### src/sv/sct_pkg.sv
// Shared types, codes and character classes for the source character tokenizer.
// No dependencies; imported by every module of the block.
package sct_pkg;

    localparam int QUEUE_DEPTH_DEFAULT = 4;

    localparam logic [7:0] CHAR_NUL        = 8'h00;
    localparam logic [7:0] CHAR_QUOTE      = 8'h22;
    localparam logic [7:0] CHAR_UNDERSCORE = 8'h5F;

    typedef enum logic [1:0] {
        MODE_IDLE   = 2'd0,
        MODE_NUMBER = 2'd1,
        MODE_STRING = 2'd2,
        MODE_IDENT  = 2'd3
    } mode_t;

    typedef enum logic [2:0] {
        KIND_NUMBER   = 3'd0,
        KIND_STRING   = 3'd1,
        KIND_IDENT    = 3'd2,
        KIND_OPERATOR = 3'd3,
        KIND_DELIM    = 3'd4,
        KIND_UNDEF    = 3'd5,
        KIND_END      = 3'd6
    } kind_t;

    // One classified byte: first token, and optionally a second that is
    // always the byte's own token (its value is the byte code).
    typedef struct packed {
        logic        two;
        kind_t       kind0;
        logic [63:0] value0;
        kind_t       kind1;
        logic [7:0]  char1;
    } sct_entry_t;

    typedef struct packed {
        logic second_pending;
    } sct_back_status_t;

    function automatic logic is_digit(input logic [7:0] c);
        return (c >= 8'h30) && (c <= 8'h39);
    endfunction

    function automatic logic is_alpha_us(input logic [7:0] c);
        return ((c >= 8'h61) && (c <= 8'h7A)) || ((c >= 8'h41) && (c <= 8'h5A)) ||
               (c == CHAR_UNDERSCORE);
    endfunction

    function automatic logic is_space(input logic [7:0] c);
        return (c == 8'h20) || (c == 8'h09) || (c == 8'h0A) || (c == 8'h0D);
    endfunction

    function automatic logic is_operator(input logic [7:0] c);
        return (c == 8'h2B) || (c == 8'h2D) || (c == 8'h2A) || (c == 8'h2F);
    endfunction

    function automatic logic is_delim(input logic [7:0] c);
        return (c == 8'h3B) || (c == 8'h2C) || (c == 8'h28) || (c == 8'h29);
    endfunction

endpackage

### src/sv/sct_front.sv
// Front end: scan mode and accumulator, byte classification into queue entries.
// Depends on sct_pkg.
module sct_front (
    input  logic               aclk,
    input  logic               aresetn,
    input  logic               in_valid,
    input  logic [7:0]         in_char,
    input  logic               push_ready,
    output logic               in_ready,
    output logic               push_valid,
    output sct_pkg::sct_entry_t push_entry
);
    import sct_pkg::*;

    mode_t       mode_reg, mode_next;
    logic [63:0] acc_reg, acc_next;

    logic        accept;
    logic [63:0] acc_times10;
    logic [63:0] acc_shift8;
    logic [63:0] digit_ext;

    // idle-mode classification of the current byte
    logic        idle_emit;
    kind_t       idle_kind;
    mode_t       idle_mode;
    logic [63:0] idle_acc;

    // token pending from the current mode, closed by this byte
    logic        pend_emit;
    kind_t       pend_kind;
    logic        use_idle;

    assign in_ready    = push_ready;
    assign accept      = in_valid && push_ready;
    assign acc_times10 = {acc_reg[60:0], 3'b000} + {acc_reg[62:0], 1'b0};
    assign digit_ext   = {60'd0, in_char[3:0] - 4'd0};
    assign acc_shift8  = {acc_reg[55:0], in_char};

    always_comb begin
        idle_emit = 1'b0;
        idle_kind = KIND_UNDEF;
        idle_mode = MODE_IDLE;
        idle_acc  = acc_reg;
        priority if (in_char == CHAR_NUL) begin
            idle_emit = 1'b1;
            idle_kind = KIND_END;
            idle_acc  = 64'd0;
        end else if (is_space(in_char)) begin
            idle_emit = 1'b0;
        end else if (is_digit(in_char)) begin
            idle_mode = MODE_NUMBER;
            idle_acc  = {60'd0, in_char[3:0]};
        end else if (in_char == CHAR_QUOTE) begin
            idle_mode = MODE_STRING;
            idle_acc  = 64'd0;
        end else if (is_alpha_us(in_char)) begin
            idle_mode = MODE_IDENT;
            idle_acc  = {56'd0, in_char};
        end else if (is_operator(in_char)) begin
            idle_emit = 1'b1;
            idle_kind = KIND_OPERATOR;
        end else if (is_delim(in_char)) begin
            idle_emit = 1'b1;
            idle_kind = KIND_DELIM;
        end else begin
            idle_emit = 1'b1;
            idle_kind = KIND_UNDEF;
        end
    end

    // pending token and whether the byte then runs through idle handling
    always_comb begin
        pend_emit = 1'b0;
        pend_kind = KIND_NUMBER;
        use_idle  = 1'b0;
        unique case (mode_reg)
            MODE_NUMBER: begin
                pend_kind = KIND_NUMBER;
                pend_emit = !is_digit(in_char);
                use_idle  = pend_emit;
            end
            MODE_STRING: begin
                pend_kind = KIND_STRING;
                pend_emit = (in_char == CHAR_QUOTE) || (in_char == CHAR_NUL);
                use_idle  = (in_char == CHAR_NUL);
            end
            MODE_IDENT: begin
                pend_kind = KIND_IDENT;
                pend_emit = !(is_alpha_us(in_char) || is_digit(in_char));
                use_idle  = pend_emit;
            end
            MODE_IDLE: begin
                use_idle = 1'b1;
            end
        endcase
    end

    // next state
    always_comb begin
        mode_next = mode_reg;
        acc_next  = acc_reg;
        if (accept) begin
            priority if (use_idle) begin
                mode_next = idle_mode;
                acc_next  = idle_acc;
            end else if (pend_emit) begin
                mode_next = MODE_IDLE;
            end else if (mode_reg == MODE_NUMBER) begin
                acc_next = acc_times10 + digit_ext;
            end else begin
                acc_next = acc_shift8;
            end
        end
    end

    // outputs
    always_comb begin
        push_entry.two    = pend_emit && use_idle && idle_emit;
        push_entry.kind1  = idle_kind;
        push_entry.char1  = in_char;
        if (pend_emit) begin
            push_entry.kind0  = pend_kind;
            push_entry.value0 = acc_reg;
        end else begin
            push_entry.kind0  = idle_kind;
            push_entry.value0 = {56'd0, in_char};
        end
        push_valid = accept && (pend_emit || (use_idle && idle_emit));
    end

    always_ff @(posedge aclk) begin
        if (!aresetn) begin
            mode_reg <= MODE_IDLE;
            acc_reg  <= 64'd0;
        end else begin
            mode_reg <= mode_next;
            acc_reg  <= acc_next;
        end
    end

endmodule

### src/sv/sct_queue.sv
// Short FIFO of classified entries between the front and back ends.
// Depends on sct_pkg.
module sct_queue #(
    parameter int DEPTH = sct_pkg::QUEUE_DEPTH_DEFAULT
) (
    input  logic                aclk,
    input  logic                aresetn,
    input  logic                push_valid,
    input  sct_pkg::sct_entry_t push_entry,
    output logic                push_ready,
    output logic                pop_valid,
    output sct_pkg::sct_entry_t pop_entry,
    input  logic                pop
);
    import sct_pkg::*;

    localparam int PW = (DEPTH > 1) ? $clog2(DEPTH) : 1;
    localparam int CW = $clog2(DEPTH + 1);
    localparam logic [PW-1:0] LAST_PTR = PW'(DEPTH - 1);
    localparam logic [CW-1:0] FULL_CNT = CW'(DEPTH);

    sct_entry_t    slot_reg [DEPTH];
    logic [PW-1:0] wr_ptr_reg, wr_ptr_next;
    logic [PW-1:0] rd_ptr_reg, rd_ptr_next;
    logic [CW-1:0] count_reg, count_next;
    logic          do_push, do_pop;

    assign push_ready = (count_reg != FULL_CNT);
    assign pop_valid  = (count_reg != '0);
    assign pop_entry  = slot_reg[rd_ptr_reg];
    assign do_push    = push_valid && push_ready;
    assign do_pop     = pop && pop_valid;

    always_comb begin
        wr_ptr_next = wr_ptr_reg;
        rd_ptr_next = rd_ptr_reg;
        count_next  = count_reg;
        if (do_push) begin
            wr_ptr_next = (wr_ptr_reg == LAST_PTR) ? '0 : wr_ptr_reg + 1'b1;
        end
        if (do_pop) begin
            rd_ptr_next = (rd_ptr_reg == LAST_PTR) ? '0 : rd_ptr_reg + 1'b1;
        end
        if (do_push && !do_pop) begin
            count_next = count_reg + 1'b1;
        end else if (do_pop && !do_push) begin
            count_next = count_reg - 1'b1;
        end
    end

    always_ff @(posedge aclk) begin
        if (!aresetn) begin
            wr_ptr_reg <= '0;
            rd_ptr_reg <= '0;
            count_reg  <= '0;
        end else begin
            wr_ptr_reg <= wr_ptr_next;
            rd_ptr_reg <= rd_ptr_next;
            count_reg  <= count_next;
        end
    end

    always_ff @(posedge aclk) begin
        if (do_push) begin
            slot_reg[wr_ptr_reg] <= push_entry;
        end
    end

endmodule

### src/sv/sct_back.sv
// Back end: splits queue entries into tokens and holds the output register.
// Depends on sct_pkg.
module sct_back (
    input  logic                      aclk,
    input  logic                      aresetn,
    input  logic                      entry_valid,
    input  sct_pkg::sct_entry_t       entry,
    output logic                      entry_pop,
    output logic                      out_valid,
    input  logic                      out_ready,
    output sct_pkg::kind_t            out_kind,
    output logic [63:0]               out_value,
    output logic                      out_last,
    output sct_pkg::sct_back_status_t status
);
    import sct_pkg::*;

    logic        valid_reg, valid_next;
    kind_t       kind_reg, kind_next;
    logic [63:0] value_reg, value_next;
    logic        last_reg, last_next;
    logic        phase_reg, phase_next;
    logic        load;

    assign load = !valid_reg || out_ready;

    always_comb begin
        valid_next = valid_reg;
        kind_next  = kind_reg;
        value_next = value_reg;
        last_next  = last_reg;
        phase_next = phase_reg;
        entry_pop  = 1'b0;
        if (load) begin
            priority if (phase_reg) begin
                valid_next = 1'b1;
                kind_next  = entry.kind1;
                value_next = {56'd0, entry.char1};
                last_next  = 1'b1;
                phase_next = 1'b0;
                entry_pop  = 1'b1;
            end else if (entry_valid) begin
                valid_next = 1'b1;
                kind_next  = entry.kind0;
                value_next = entry.value0;
                last_next  = !entry.two;
                phase_next = entry.two;
                entry_pop  = !entry.two;
            end else begin
                valid_next = 1'b0;
            end
        end
    end

    always_ff @(posedge aclk) begin
        if (!aresetn) begin
            valid_reg <= 1'b0;
            phase_reg <= 1'b0;
        end else begin
            valid_reg <= valid_next;
            phase_reg <= phase_next;
        end
    end

    always_ff @(posedge aclk) begin
        kind_reg  <= kind_next;
        value_reg <= value_next;
        last_reg  <= last_next;
    end

    assign out_valid             = valid_reg;
    assign out_kind              = kind_reg;
    assign out_value             = value_reg;
    assign out_last              = last_reg;
    assign status.second_pending = phase_reg;

endmodule

### src/sv/source_char_tokenizer_core.sv
// Source character tokenizer, top level: front end, entry queue, back end.
// Depends on sct_pkg, sct_front, sct_queue, sct_back.
//
// Streaming lexer. One source byte per request on the slave side (byte 0 ends
// the text); tokens leave on the master side with the kind in tuser, the
// 64-bit value in tdata and tlast on the final token a byte causes. The front
// end takes a byte every cycle while the queue has room; mode and accumulator
// update as each byte is taken (times ten as shift-and-add, times 256 as a
// shift). A byte that closes a pending number, identifier or unterminated
// string and is itself a token gives two tokens; the back end sends those
// one after the other from one queue entry. Sustained rate is one byte per
// cycle while tokens average at most one per cycle; the result port (one token
// per cycle) is the limit, and the QUEUE_DEPTH-entry queue absorbs bursts of
// double tokens and output stalls. Whitespace and bytes that extend a token
// produce nothing. The accumulator wraps modulo 2^64.
module source_char_tokenizer_core #(
    parameter int QUEUE_DEPTH = sct_pkg::QUEUE_DEPTH_DEFAULT
) (
    input  logic        aclk,
    input  logic        aresetn,
    input  logic        s_tvalid,
    output logic        s_tready,
    input  logic [7:0]  s_tdata,   // [7:0] char_in
    output logic        m_tvalid,
    input  logic        m_tready,
    output logic [63:0] m_tdata,   // [63:0] token_value
    output logic [2:0]  m_tuser,   // [2:0] token_kind
    output logic        m_tlast    // last_of_run
);
    import sct_pkg::*;

    logic             push_valid, push_ready;
    sct_entry_t       push_entry;
    logic             q_valid, q_pop;
    sct_entry_t       q_entry;
    kind_t            out_kind;
    sct_back_status_t back_status;

    sct_front u_front (
        .aclk       (aclk),
        .aresetn    (aresetn),
        .in_valid   (s_tvalid),
        .in_char    (s_tdata),
        .push_ready (push_ready),
        .in_ready   (s_tready),
        .push_valid (push_valid),
        .push_entry (push_entry)
    );

    sct_queue #(
        .DEPTH (QUEUE_DEPTH)
    ) u_queue (
        .aclk       (aclk),
        .aresetn    (aresetn),
        .push_valid (push_valid),
        .push_entry (push_entry),
        .push_ready (push_ready),
        .pop_valid  (q_valid),
        .pop_entry  (q_entry),
        .pop        (q_pop)
    );

    sct_back u_back (
        .aclk        (aclk),
        .aresetn     (aresetn),
        .entry_valid (q_valid),
        .entry       (q_entry),
        .entry_pop   (q_pop),
        .out_valid   (m_tvalid),
        .out_ready   (m_tready),
        .out_kind    (out_kind),
        .out_value   (m_tdata),
        .out_last    (m_tlast),
        .status      (back_status)
    );

    assign m_tuser = out_kind;

    // Head entry must stay queued while its second token waits.
    a_second_keeps_head: assert property (@(posedge aclk) disable iff (!aresetn)
        back_status.second_pending |-> q_valid)
        else $error("second token pending without a queued entry");

    // While the second token waits, the first is on the port and not last.
    a_second_behind_first: assert property (@(posedge aclk) disable iff (!aresetn)
        back_status.second_pending |-> (m_tvalid && !m_tlast))
        else $error("second token pending but first token not held");

    // End of text is always the final token of its byte.
    a_end_is_last: assert property (@(posedge aclk) disable iff (!aresetn)
        (m_tvalid && (m_tuser == KIND_END)) |-> m_tlast)
        else $error("end token not marked last");

    // Only a closed number, string or identifier can precede another token.
    a_first_is_pending: assert property (@(posedge aclk) disable iff (!aresetn)
        (m_tvalid && !m_tlast) |->
        ((m_tuser == KIND_NUMBER) || (m_tuser == KIND_STRING) || (m_tuser == KIND_IDENT)))
        else $error("non-final token of unexpected kind");

endmodule
### config.mk
export PLATFORM = sky130hd
export DESIGN_NAME = source_char_tokenizer_core
export DESIGN_NICKNAME = d
export VERILOG_FILES = /design/src/sv/sct_pkg.sv /design/src/sv/sct_front.sv /design/src/sv/sct_queue.sv /design/src/sv/sct_back.sv /design/src/sv/source_char_tokenizer_core.sv
export SDC_FILE = /design/constraint.sdc
export NUM_CORES = 1
export LEC_CHECK = 0
export ABC_AREA = 1
export ABC_CLOCK_PERIOD_IN_PS = 7150
export BUFFER_PORTS_ARGS = -buffer_cell sky130_fd_sc_hd__buf_2
export CORE_AREA = 2 2 203 205
export DETAILED_ROUTE_END_ITERATION = 8
export DIE_AREA = 0 0 205 207
export HOLD_SLACK_MARGIN = 0.12
export PLACE_DENSITY = 0.8
export SLEW_MARGIN = 20
export SYNTH_ARGS = -nofsm -noshare
export SYNTH_HDL_FRONTEND = slang
export SYNTH_SLANG_ARGS = --single-unit
### constraint.sdc
create_clock -name aclk -period 7.15 [get_ports aclk]
set_input_delay 1.43 -clock aclk [delete_from_list [all_inputs] [get_ports aclk]]
set_output_delay 1.43 -clock aclk [all_outputs]
set_load 0.01 [all_outputs]
==> results of run 1 <==
-- power groups by stage --
stage	clock [uW]	sequential [uW]	combinational, uW
after floorplan	0	3770	1270
after global placement	0	3640	2080
after detailed placement	0	3670	2170
after CTS	2330	3620	2220
after global routing	2430	3650	2450
final	2330	3620	2240
-- layer usage --
layer / global-route usage [%] / vias up / part of all wire, %
li1: - / 9915 / -
met1: 46.4 / 9756 / 41
met2: 53.3 / 981 / 47
met3: 4.75 / 126 / 9.3
met4: 10.2 / 0 / 2.7
met5: 0 / - / 0
-- placed cells by master (no fill, tap or decap), drive strengths merged --
cell type and instances:
nor3 16, nor2 523, o2111ai 1, o21ai 218, clkinv 16, mux2i 2
a31oi 11, bufinv 8, ha 128, xnor2 14, o311a 1, buf 101
nand3b 4, clkbuf 47, nand4 4, and2 2, fa 3, o21bai 4
nand2 782, diode 1, o22ai 12, clkinvlp 1, dfxtp 77, o211a 1
a21oi 208, edfxtp 384, o211ai 1, a22oi 2, xor2 5, nand3 109
inv 422
-- worst min-delay path: cells and delay by family (launching register included) --
| kind | cells | cell delay [ns] |
|---|---|---|
| flip-flops | 1 | 0.31 |
| AO/OA/AOI/OAI | 1 | 0.05 |
| AND/OR/NAND/NOR | 1 | 0.06 |
-- through the flow --
step	hold slack, ns	instances	setup slack [ns]
after floorplan	0.444	3038	0.835
after global routing	0.492	3639	1.87
after CTS	0.472	3639	2.35
final	0.474	3640	2.29
after global placement	0.456	3567	1.88
after detailed placement	0.462	3567	1.83
-- cell families (layout without fill, tap and decap cells) --
kind of cell               after synthesis  after routing  share of synthesized area (%)
muxes                                    2              2                         0.0802
DFF                                    461            461                           52.4
buffers and inverters                  526            595                           8.08
other                                    0              1                              0
AOI/OAI and AO/OA                      459            459                           9.46
xor gates and xnor gates                19             19                          0.667
adders and majority gates              131            131                           6.66
and+or+nand+nor                       1440           1440                           22.7
-- worst max-delay path by stage --
stage | startpoint | endpoint | slack [ns] | cells past startpoint
2_1_floorplan | s_tdata[1] | u_queue.slot_reg[0][0] | 0.83 | 12
3_3_place_gp | s_tdata[1] | u_queue.slot_reg[0][67] | 1.88 | 13
3_5_place_dp | s_tdata[1] | u_queue.slot_reg[2][71] | 1.83 | 13
4_1_cts | s_tdata[1] | u_queue.slot_reg[0][68] | 2.35 | 13
5_1_grt | s_tdata[1] | u_queue.slot_reg[0][68] | 1.87 | 13
6_report | s_tdata[3] | u_queue.slot_reg[0][50] | 2.29 | 13
-- final cells by class --
class | instances | area, um^2 | share of cell area [%]
Clock inverter | 25 | 323 | 1.19
Sequential cell | 461 | 13100 | 48.0
Antenna cell | 1 | 2.50 | 0.00919
Inverter | 422 | 1590 | 5.82
Clock buffer | 47 | 1090 | 4.01
Multi-Input combinational cell | 2051 | 9910 | 36.4
Timing Repair Buffer | 101 | 568 | 2.09
Tap cell | 532 | 666 | 2.44
==> run summary, run 1 <==
Most used DFF post-synth = sky130_fd_sc_hd__edfxtp_1
clock buffers created by TritonCTS = 41
aggregate negative setup slack = 0 ns
status = completed
clk sinks = 461
final core area utilization = 67.4%
depth of the worst register-to-register path = 11
number of primary I/O pins = 82
cell repeated most along the worst path = sky130_fd_sc_hd__nand2_1
fin nets = 3221
kind of cell with the highest combined delay on the critical path = simple AND/OR/NAND/NOR gates
number of filler instances in the final layout = 3149
antenna viol nets, final = 0
buffer cell driving the clock tree root = sky130_fd_sc_hd__clkbuf_16
synth cell count leaders = sky130_fd_sc_hd__nand2_1 (774), sky130_fd_sc_hd__nor2_1 (517), sky130_fd_sc_hd__inv_1 (413)
global-route total usage across every layer = 33.0%
post-layout minimum cycle time = 4.86 ns
part of the total power dissipated in combinational logic = 27.3%
class of the most critical hold timing path = reg2reg
worst endpoint data arrival time = 5.03 ns
final hold violations = 0
chip width = 205 um
pins over their slew limit = 0
Worst Min Path Start = u_front.acc_reg[63]
Critical Path Max Stage Delay = 0.71 ns
cell accounting for the most synthesized area = sky130_fd_sc_hd__edfxtp_1
Clock Pin Slew Worst Setup and Hold Paths = 0.06 ns
crit-path max FO = 47
max reg flops = 316
cell internal power dissipation = 5470 uW
area of the mapped netlist = 25000 um^2
Ys Warns = 0
Worst Max-Slew Pin Slew = 1.09 ns
Synth async-reset ratio = 0%
Worst Path Buf+Inv = 3
layout-stage area growth over the synthesis result = 9.07%
area of the core = 40400 um^2
slew margin rel. = 27.4%
number of synthesized register bits = 461
Overall Power = 8190 uW
TritonCTS clock tree = yes
kind of critical path = in2reg
share of post-route cells with drive strength above 1 = 6.31%
vias in the first global route = 20000
critical path startpoint category = input pin
count of unresolved DRC violations after routing = 0
R2R Path End = u_queue.slot_reg[0][50]
setup-violating endpoint count in the final report = 0
Clk pwr share = 28.5%
buffers inserted by post-CTS timing repair = 0
quantity of I/O buffers inserted on ports = 81
post-synth net total = 3181
sequential share of power = 44.2%
ranking of synthesized cells by area = sky130_fd_sc_hd__edfxtp_1 (46%), sky130_fd_sc_hd__nand2_1 (12%), sky130_fd_sc_hd__nor2_1 (7.8%)
count of hold-fix buffers inserted at cts = 0
total net switching power = 2720 uW
cell area after layout = 27200 um^2
Static Leakage = 0.0120 uW
Via Count = 20800
insertion delay to the later sink of the worst-skew pair = 0.55 ns
post-detailed-routing wire length = 69800 um
Die ar. = 42400 um^2
r2r setup slk = 2.87 ns
max_cap viols = 0
worst hold path stage count = 2
number of detailed-route iterations in the first pass = 6
CP max-delay cell = sky130_fd_sc_hd__a21oi_2
global-route wire length before repair = 108000 um
startpoint of the worst register-to-register path = u_front.mode_reg[0]
cell with the most instances after synthesis = sky130_fd_sc_hd__nand2_1
synthesized area per cell = 8.22 um^2
skew final = 0.0214 ns
Overflow after GRT = 0
gate count of the mapped netlist = 3038
CTS H-Tree Depth = 2
maximum clock rate = 206 MHz
RSZ-0062 raised after global routing = false
chip height = 207 um
total cell area at the placement stage = 25800 um^2
Vias/cell = 5.71
endpoint class of the critical path = register
gpl congestion = 0.972
total half-perimeter wirelength after legalization and detailed placement = 48800 um
worst-case clock buffer depth = 3
switching fraction of total power = 33.2%
sequential area share after synthesis = 52.4%
number of rows created at floorplan = 74
number of gates given a new drive strength after cts = 0
antenna violations before repair = 0
maximum number of pins on one net before global-route repair = 109
Hold Path Sink = u_front.acc_reg[63]
Routed WL per cell = 19.2 um
Post-synth EDFFs = 384
maximum vdd ir drop = 0.000279 V
DRC marker count from the first detailed-route iteration = 2223
number of library cell types mapped by synthesis = 41
series of cell instances along the critical path = buf_2 -> inv_2 -> nand2_1 -> nor2_1 -> nand2_2 -> nand3_1 -> nand2_1 -> a21oi_2 -> nand3_1 -> nand2_1 -> nand2_1 -> nor2_4 -> buf_4
Period Utilization, post-route = 68.0%
top-area cell type share of the netlist area = 46.2%
data required time of the critical path = 7.32 ns
starting density of the core = 61.8%
power density of the placed cells = 301 nW/um^2
Power figures use the tool's default switching activity.
==> run 2: changes to the inputs <==
--- a/config.mk
+++ b/config.mk
@@ -6,7 +6,7 @@
 export NUM_CORES = 1
 export LEC_CHECK = 0
 export ABC_AREA = 1
-export ABC_CLOCK_PERIOD_IN_PS = 7150
+export ABC_CLOCK_PERIOD_IN_PS = 4600
 export BUFFER_PORTS_ARGS = -buffer_cell sky130_fd_sc_hd__buf_2
 export CORE_AREA = 2 2 203 205
 export DETAILED_ROUTE_END_ITERATION = 8
==> constraint.sdc (replaced) <==
create_clock -name aclk -period 4.6 [get_ports aclk]
set_input_delay 0.92 -clock aclk [delete_from_list [all_inputs] [get_ports aclk]]
set_output_delay 0.92 -clock aclk [all_outputs]
set_load 0.01 [all_outputs]
==> run summary, run 2 (synthesized netlist as in run 1, its figures left out) <==
class of the most critical hold timing path = reg2reg (unchanged)
antenna viol nets, final = 0 (unchanged)
setup-violating endpoint count in the final report = 0 (unchanged)
max reg flops = 316 (unchanged)
maximum vdd ir drop = 0.000392 V (was 0.000279 V)
data required time of the critical path = 5.04 ns (was 7.32 ns)
number of standard cells in the layout, taps in and fillers out = 3643 (was 3640)
endpoint class of the critical path = register (unchanged)
post-placement cell count = 3565 (was 3567)
crit-path max FO = 9 (was 47)
area of the core = 40400 um^2 (unchanged)
total half-perimeter wirelength after legalization and detailed placement = 47600 um (was 48800 um)
number of diodes added for antenna fixing = 0 (was 1)
Clock Pin Slew Worst Setup and Hold Paths = 0.06 ns (about the same)
global-route wire length before repair = 108000 um (about the same)
power density of the placed cells = 463 nW/um^2 (was 301 nW/um^2)
smallest hold slack = 0.472 ns (was 0.474 ns)
TritonCTS clock tree = yes (unchanged)
max_cap viols = 0 (unchanged)
total cell area at the placement stage = 25800 um^2 (about the same)
critical path startpoint category = input pin (unchanged)
status = completed (unchanged)
top library cells by usage in the layout, fill and taps aside = sky130_fd_sc_hd__nand2_1 (774), sky130_fd_sc_hd__nor2_1 (513), sky130_fd_sc_hd__inv_1 (411) (unchanged)
leading cell type in the layout, fill and taps excluded = sky130_fd_sc_hd__nand2_1 (unchanged)
clock buffers created by TritonCTS = 43 (was 41)
final hold violations = 0 (unchanged)
chip height = 207 um (unchanged)
kind of critical path = in2reg (unchanged)
pins over their slew limit = 0 (unchanged)
number of gates given a new drive strength after cts = 0 (unchanged)
buffer cell driving the clock tree root = sky130_fd_sc_hd__clkbuf_16 (unchanged)
quantity of I/O buffers inserted on ports = 81 (unchanged)
Overflow after GRT = 0 (unchanged)
vias in the first global route = 19600 (was 20000)
worst endpoint data arrival time = 3.77 ns (was 5.03 ns)
cell area after layout = 27200 um^2 (about the same)
Via Count = 20800 (about the same)
buffers inserted by post-CTS timing repair = 0 (unchanged)
number of rows created at floorplan = 74 (unchanged)
Static Leakage = 0.0119 uW (was 0.0120 uW)
maximum number of pins on one net before global-route repair = 80 (was 109)
count of unresolved DRC violations after routing = 0 (unchanged)
count of hold-fix buffers inserted at cts = 0 (unchanged)
antenna violations before repair = 0 (unchanged)
post-detailed-routing wire length = 69200 um (was 69800 um)
RSZ-0062 raised after global routing = false (unchanged)
share of post-route cells with drive strength above 1 = 6.20% (was 6.31%)
Worst Max-Slew Pin Slew = 1.02 ns (was 1.09 ns)
starting density of the core = 61.8% (unchanged)
number of filler instances in the final layout = 3204 (was 3149)
number of detailed-route iterations in the first pass = 7 (was 6)
chip width = 205 um (unchanged)
slew margin rel. = 31.0% (was 27.4%)
worst-case clock buffer depth = 3 (unchanged)
maximum clock rate = 301 MHz
fin nets = 3221 (unchanged)
Die ar. = 42400 um^2 (unchanged)
global-route total usage across every layer = 32.6% (was 33.0%)
skew final = 0.0205 ns (was 0.0214 ns)
Vias/cell = 5.72 (was 5.71)
final core area utilization = 67.4% (about the same)
CTS H-Tree Depth = 2 (unchanged)
Period Utilization, post-route = 72.3%
layout-stage area growth over the synthesis result = 9.00% (was 9.07%)
aggregate negative setup slack = 0 ns (unchanged)
insertion delay to the later sink of the worst-skew pair = 0.57 ns (was 0.55 ns)
Routed WL per cell = 19.0 um (was 19.2 um)
gpl congestion = 0.982 (was 0.972)
clk sinks = 461 (unchanged)
DRC marker count from the first detailed-route iteration = 2620 (was 2223)
post-layout minimum cycle time = 3.33 ns
number of primary I/O pins = 82 (unchanged)
[run 2: cell types whose count changed in the layout (fill, tap and decap cells not counted)]
cell / before / now
sky130_fd_sc_hd__clkinv_1: 10 / 11
sky130_fd_sc_hd__bufinv_16: 8 / 4
sky130_fd_sc_hd__buf_12: 1 / 4
sky130_fd_sc_hd__clkinvlp_4: 1 / 3
sky130_fd_sc_hd__clkbuf_8: 0 / 1
sky130_fd_sc_hd__buf_4: 19 / 14
sky130_fd_sc_hd__diode_2: 1 / 0
sky130_fd_sc_hd__clkinv_2: 5 / 4
sky130_fd_sc_hd__clkbuf_16: 43 / 44
sky130_fd_sc_hd__clkinv_4: 1 / 0
sky130_fd_sc_hd__clkbuf_1: 4 / 10
sky130_fd_sc_hd__clkinv_8: 0 / 1
[run 2: cell type report]
cell class	instances	area, um^2	area share [%]
timing repair buffer	99	591	2.17
inverter	422	1590	5.83
tap	532	666	2.45
multi-input combinational	2051	9910	36.4
clock inverter	23	224	0.823
sequential	461	13100	48.1
clock buffer	55	1150	4.24
[run 2: layer usage]
layer / vias to the layer above / routed length (um) / GRT usage [%]
met3: 115 / 6920 / 4.85
li1: 9907 / - / -
met5: - / 0 / 0
met4: 0 / 1800 / 9.70
met1: 9736 / 28600 / 47.1
met2: 1071 / 31900 / 51.4
[run 2: where the power goes]
| part | switching [uW] | internal, uW | total [uW] |
|---|---|---|---|
| logic | 2390 | 966 | 3360 |
| clock network | 1520 | 2000 | 3510 |
| registers | 329 | 5390 | 5720 |
[run 2: through the flow]
stage	total power [uW]	setup WS [ns]
after floorplan	7830	-1.21
after global placement	8910	0.730
after detailed placement	9050	0.747
after CTS	12600	1.33
after global routing	13100	0.991
final	12600	1.27
[run 2: worst paths after layout]
path	to	slack, ns	cells after the start	startpoint
hold reg to reg	u_front.acc_reg[63]	0.47	2	u_front.acc_reg[63]
hold / removal	u_front.acc_reg[63]	0.47	2	u_front.acc_reg[63]
setup reg to reg	u_back.out_value[34]	1.54	5	register
setup / recovery	u_queue.count_reg[2]	1.27	19	s_tdata[1]
[run 2: worst max-delay path: stages]
cell,delay [ns]
sky130_fd_sc_hd__buf_2,0.17
sky130_fd_sc_hd__inv_1,0.15
sky130_fd_sc_hd__nand2_1,0.07
sky130_fd_sc_hd__nor2_1,0.23
sky130_fd_sc_hd__nand2_1,0.08
sky130_fd_sc_hd__nand3_1,0.13
sky130_fd_sc_hd__nand2_2,0.11
sky130_fd_sc_hd__a21oi_2,0.17
sky130_fd_sc_hd__nand3_1,0.11
sky130_fd_sc_hd__nand2_1,0.08
sky130_fd_sc_hd__nand2_1,0.26
sky130_fd_sc_hd__inv_1,0.22
sky130_fd_sc_hd__ha_1,0.17
sky130_fd_sc_hd__inv_1,0.06
sky130_fd_sc_hd__fa_1,0.38
sky130_fd_sc_hd__a21oi_1,0.14
sky130_fd_sc_hd__o21ai_0,0.11
sky130_fd_sc_hd__o21ai_0,0.16
sky130_fd_sc_hd__a21oi_1,0.05
